<file path="config.mk">
export PLATFORM = sky130hd
export DESIGN_NAME = cnhd_ctrl
export DESIGN_NICKNAME = d
export VERILOG_FILES = /design/src/rtl/cnhd_pkg.sv /design/src/rtl/cnhd_ctrl.sv
export SDC_FILE = /design/constraint.sdc
export NUM_CORES = 1
export LEC_CHECK = 0
export BUFFER_PORTS_ARGS = -buffer_cell sky130_fd_sc_hd__buf_2
export CORE_MARGIN = 4
export CORE_UTILIZATION = 44
export DETAILED_ROUTE_END_ITERATION = 8
export PLACE_DENSITY = 0.74
export SLEW_MARGIN = 20
export SYNTH_ARGS = -nofsm -noshare
export SYNTH_HDL_FRONTEND = slang
export SYNTH_SLANG_ARGS = --single-unit
</file>
<file path="constraint.sdc">
create_clock -name i_clk -period 2 [get_ports i_clk]
set_input_delay 0.1 -clock i_clk [delete_from_list [all_inputs] [get_ports i_clk]]
set_output_delay 0.1 -clock i_clk [all_outputs]
set_load 0.02 [all_outputs]
</file>
<file path="src/rtl/cnhd_pkg.sv">
// shared types and constants for the chained name hash directory
`default_nettype none
package cnhd_pkg;
    localparam logic [1:0] CMD_CLEAR  = 2'd0;
    localparam logic [1:0] CMD_APPEND = 2'd1;
    localparam logic [1:0] CMD_BUILD  = 2'd2;
    localparam logic [1:0] CMD_LOOKUP = 2'd3;

    localparam logic [2:0] ST_DONE      = 3'd0;
    localparam logic [2:0] ST_FOUND     = 3'd1;
    localparam logic [2:0] ST_NOT_FOUND = 3'd2;
    localparam logic [2:0] ST_FULL      = 3'd3;
    localparam logic [2:0] ST_NOT_BUILT = 3'd4;

    typedef enum logic [3:0] {
        S_IDLE, S_BH_INIT, S_B_READ, S_B_HASH, S_B_MOD, S_B_HEAD, S_B_LINK,
        S_L_HASH, S_L_MOD, S_L_HEAD, S_L_PTR, S_L_READ, S_L_CMP, S_RESP
    } t_state;

    // controller to datapath
    typedef struct packed {
        logic cap_in;     // latch input word
        logic clr;        // empty directory
        logic app;        // store name
        logic full_resp;  // table full result
        logic nb_resp;    // not built result
        logic done_resp;  // done result
        logic nf_resp;    // not found result
        logic found_resp; // found result
        logic set_built;
        logic i_zero;     // walk index to zero
        logic i_inc;
        logic bh_init;    // write empty head at walk index
        logic rd_name;    // read entry at walk index
        logic hash_src;   // 0 input name, 1 stored name
        logic hash_go;
        logic mod_go;
        logic rd_head;    // read head at hash remainder
        logic b_link;     // write link and head
        logic l_head;     // load chain pointer from head read
        logic l_next;     // follow link
        logic l_hit;      // mark chain entry as matching
        logic l_rd;       // read name and link at chain pointer
    } t_cmd;

    // datapath to controller
    typedef struct packed {
        logic full;
        logic empty;
        logic built;
        logic i_last;     // walk index at count-1
        logic mod_done;
        logic ptr_end;    // chain pointer null or out of range or bound hit
        logic name_eq;    // entry read at chain pointer matches the key
        logic match;
    } t_stat;

    function automatic logic [7:0] fold(input logic [7:0] b);
        fold = (b >= 8'h61 && b <= 8'h7a) ? b - 8'h20 : b;
    endfunction
endpackage
`default_nettype wire

</file>
<file path="src/rtl/cnhd_ctrl.sv">
// command sequencer for the directory
`default_nettype none
module cnhd_ctrl (
    input  wire logic           i_clk,
    input  wire logic           i_rst_n,
    input  wire logic           i_valid,
    input  wire logic [1:0]     i_cmd,
    output logic                o_ready,
    input  wire logic           i_out_free,
    input  wire cnhd_pkg::t_stat i_st,
    output cnhd_pkg::t_cmd      o_c
);
    import cnhd_pkg::*;
    t_state r_state, n_state;
    logic [1:0] r_cmd;

    always_ff @(posedge i_clk) begin
        if (!i_rst_n) r_state <= S_IDLE;
        else r_state <= n_state;
        if (o_ready && i_valid) r_cmd <= i_cmd;
    end

    assign o_ready = (r_state == S_IDLE);

    always_comb begin
        n_state = r_state;
        case (r_state)
            S_IDLE: if (i_valid) begin
                case (i_cmd)
                    CMD_BUILD:  n_state = S_BH_INIT;
                    CMD_LOOKUP: n_state = S_L_HASH;
                    default:    n_state = S_RESP;
                endcase
            end
            S_BH_INIT: n_state = (i_st.empty || i_st.i_last) ?
                                 (i_st.empty ? S_RESP : S_B_READ) : S_BH_INIT;
            S_B_READ: n_state = S_B_HASH;
            S_B_HASH: n_state = S_B_MOD;
            S_B_MOD:  if (i_st.mod_done) n_state = S_B_HEAD;
            S_B_HEAD: n_state = S_B_LINK;
            S_B_LINK: n_state = i_st.i_last ? S_RESP : S_B_READ;
            S_L_HASH: n_state = (!i_st.built || i_st.empty) ? S_RESP : S_L_MOD;
            S_L_MOD:  if (i_st.mod_done) n_state = S_L_HEAD;
            S_L_HEAD: n_state = S_L_PTR;
            S_L_PTR:  n_state = S_L_READ;
            S_L_READ: n_state = i_st.ptr_end ? S_RESP : S_L_CMP;
            S_L_CMP:  n_state = i_st.name_eq ? S_RESP : S_L_READ;
            // result waits here until the output word is free
            S_RESP:   if (i_out_free) n_state = S_IDLE;
            default:  n_state = S_IDLE;
        endcase
    end

    always_comb begin
        o_c = '0;
        case (r_state)
            S_IDLE: begin
                o_c.cap_in = o_ready && i_valid;
                o_c.i_zero = 1'b1;
            end
            S_BH_INIT: begin
                o_c.bh_init = !i_st.empty;
                o_c.i_inc = !i_st.i_last;
                o_c.i_zero = i_st.i_last;
            end
            S_B_READ: o_c.rd_name = 1'b1;
            S_B_HASH: begin o_c.hash_src = 1'b1; o_c.hash_go = 1'b1; end
            S_B_MOD: o_c.mod_go = 1'b1;
            S_B_HEAD: o_c.rd_head = 1'b1;
            S_B_LINK: begin o_c.b_link = 1'b1; o_c.i_inc = 1'b1; end
            S_L_HASH: o_c.hash_go = 1'b1;
            S_L_MOD: o_c.mod_go = 1'b1;
            S_L_HEAD: o_c.rd_head = 1'b1;
            S_L_PTR: o_c.l_head = 1'b1;
            S_L_READ: o_c.l_rd = 1'b1;
            S_L_CMP: begin
                o_c.l_hit = i_st.name_eq;
                o_c.l_next = !i_st.name_eq;
            end
            S_RESP: if (i_out_free) begin
                case (r_cmd)
                    CMD_CLEAR: begin o_c.clr = 1'b1; o_c.done_resp = 1'b1; end
                    CMD_APPEND: begin
                        if (i_st.full) o_c.full_resp = 1'b1;
                        else begin o_c.app = 1'b1; o_c.done_resp = 1'b1; end
                    end
                    CMD_BUILD: begin o_c.set_built = 1'b1; o_c.done_resp = 1'b1; end
                    default: begin
                        if (!i_st.built) o_c.nb_resp = 1'b1;
                        else if (i_st.match && !i_st.empty) o_c.found_resp = 1'b1;
                        else o_c.nf_resp = 1'b1;
                    end
                endcase
            end
            default: ;
        endcase
    end
endmodule
`default_nettype wire

</file>
==> results by group <==
Clock network
  – Clock buffer depth: 2
  – # Post-CTS Setup Buffers: 0
  – CTS Sinks: 6
  – CTS Buf Count: 3
  – CTS Hold Bufs: 0
  – H-tree lvl count: 1
  – Worst skew pair latency: 250 ps
  – Clock root buffer: clkbuf_4
  – CTS tree: built
  – Clk slew on worst S/H paths: about 50 ps

Detailed routing
  – Vias per inst: between 5 and 6
  – Post-route DRC: 0
  – ANT nets after route: 0
  – DRT Pass-1 Iters: 4
  – DRT iter0 DRCs: 23
  – Routed len/inst: around 13 um
  – DRT Wirelength: 2110 um
  – Via Count: slightly above 900

Timing
  – Setup Skew: 11.6 ps
  – RSZ-0062 raised after global routing: no
  – Final setup fails: 0
  – Min Tclk post-route: around 1900 ps
  – Worst slew margin: 0.716
  – Hold Vio Cnt, Final: 0
  – Max Freq: between 500 and 600 MHz
  – Worst-Margin Slew: between 400 and 500 ps
  – Setup tns final: 0 ps
  – Final Max Tran Viols: 0
  – Final worst slack: 141 ps
  – Final Cycle Share: 0.929

Pwr
  – PD cells: 1420 nW/um2
  – Sw Share: 0.535
  – Max IR drop VDD: 0.844 mV
  – Clock group share of total power: 0.092
  – Pint: 0.623 mW
  – Combinational power share: 0.718
  – Share of power burned in registers: 0.190
  – Net Switching: roughly 0.72 mW
  – Leakage: ~0.44 nW

Placed design
  – DPL Wire Length: 1620 um
  – Area after DPL: about 910 um2
  – Cell count after placement: between 150 and 200
  – GP Congestion: between 0.8 and 0.9
  – Dpl ws: approximately 350 ps
  – Port Buffer Count: 36

Synthesis
  – Post-Syn Nets: 125
  – Yosys top cell area share: 0.112
  – Cell count after synthesis: between 100 and 150
  – Yosys warnings: 0
  – Top cell type by total area after synthesis: dfxtp_1
  – Syn avg cell area: roughly 6.5 um2
  – Largest cells by area after synthesis: dfxtp_1 11%, nor3_1 8.4%, edfxtp_1 8.4%
  – Sequential-to-total area share from yosys stat: 0.195
  – Unique masters post-synth: 35
  – #FFs+latches synth: 6
  – Post-synthesis instance area: a little over 700 um2

Status
  – Status: complete, no violations

Worst setup path
  – Worst path required time: between 1500 and 2000 ps
  – CP endpoint kind: primary output
  – Max FO, Critical Path: 17
  – Crit Path Class: reg -> out
  – Critical path startpoint category: flop
  – Critical Path AT: around 1800 ps

Final layout
  – Final instance area: 945 um2
  – Area Growth Syn to Fin: 31.8%
  – Register Area: 143 um2
  – Final Non-Filler Cells: roughly 160
  – Fill cells: ~160
  – Final nets: between 150 and 200
  – N_diodes: 0
  – Multi-input gate area: about 520 um2
  – Share of layout cells above drive strength 1: 0.331

Floorplan
  – Die W: approximately 48 um
  – Initial core utilization: 0.470
  – Area of the die: 2340 um2
  – Row count: 14
  – Core box area: between 1500 and 2000 um2
  – Die Ht: roughly 48 um
  – IO Pins: 37

Min path
  – HP Class: in -> reg

Global routing
  – Vias in the first global route: between 800 and 900
  – Wire length of the first global-routing pass: ~3500 um
  – Largest net degree at the start of global routing: 18
  – Initial antenna violation count: 0
  – GR Util All Layers: 0.177
  – Remaining Overflow, GRT: 0

Run
  – Maxcap violations: 0
metal layers:
layer | global-route usage | share of wire | vias up
li1 | - | - | 469
met1 | 0.222 | 0.45 | 418
met2 | 0.300 | 0.46 | 38
met3 | 0.0613 | 0.081 | 0
met4 | 0.0138 | 0 | 0
met5 | 0 | 0 | -
kinds of logic after synthesis:
| group | after synthesis | share of synthesized area |
|---|---|---|
| buffers and inverters | 14 | 0.0925 |
| AO/OA/AOI/OAI | 27 | 0.248 |
| AND/OR/NAND/NOR | 64 | 0.464 |
| flip-flops | 6 | 0.195 |
flip-flops by register name (all words and copies together), names as in the netlist:
| signal | count |
|---|---|
| r_cmd | 2 |
| r_state | 4 |
placed cells by master, fill, tap and decap left out, types with 4 or more instances in the layout:
cell type,instances
a21oi_1,10
buf_2,36
buf_4,5
inv_1,6
nand2_1,7
nand2b_1,5
nand3_1,4
nor2_1,16
nor2b_1,5
nor3_1,11
o21ai_0,4
or3_1,4
stage by stage:
step                      utilization  total power, mW  hold slack [ps]
after global placement          0.598             1.18              312
final                           0.620             1.34             56.2
after detailed placement        0.598             1.20              313
after global routing            0.620             1.45             47.5
after CTS                       0.615             1.33             49.3
after floorplan                     -            0.946              199
worst max-delay path: stages, from the launching register on:
cell	delay [ps]
dfxtp_1	300
buf_4	180
nand2b_1	260
or3_1	390
nor3b_1	190
buf_2	190
cell usage after synthesis (all sizes together):
master	n
nand2	7
nor3b	3
a21boi	1
o221ai	1
or4	1
o41ai	1
and2	2
nand3	4
or3	4
a21o	1
nand4	1
o21ai	4
buf	6
dfxtp	4
nor2	16
nor4	1
a22oi	1
a211oi	2
nor2b	5
a21oi	10
o311ai	1
o22ai	2
or2	2
o32ai	1
inv	6
edfxtp	2
o21a	1
clkbuf	2
nand4b	1
nand2b	5
nor3	12
a211o	1
final cells by class:
| type | instances | share of cell area |
|---|---|---|
| inverter | 6 | 0.0238 |
| tap | 16 | 0.0212 |
| clock buffer | 4 | 0.0278 |
| sequential | 6 | 0.151 |
| multi-input combinational | 91 | 0.546 |
| timing repair buffer | 41 | 0.230 |
final timing paths:
path / start / end / slack, ps / depth (start not counted)
hold / removal: i_cmd[0] / r_cmd[0]$_DFFE_PP_ / 60 / 1
setup / recovery: r_state[1]$_SDFFE_PN0P_ / o_c[13] / 140 / 5
setup reg to reg: r_state[0]$_SDFFE_PN0P_ / r_state[2]$_SDFFE_PN0P_ / 340 / 5
hold reg to reg: r_state[3]$_SDFFE_PN0P_ / r_state[3]$_SDFFE_PN0P_ / 640 / 2
power groups by stage:
stage               logic, mW  clock network (mW)  registers, mW
floorplan               0.741                   0          0.205
global placement        0.936                   0          0.247
detailed placement      0.951                   0          0.249
CTS                     0.956               0.128          0.248
global route             1.05               0.139          0.260
finish                  0.961               0.124          0.254
timing repair:
item,in CTS,in global routing
setup endpoints to repair,0,6
hold endpoints to repair,0,0
gates resized for setup,0,3
Note: power is estimated with default switching activity, not from simulation.
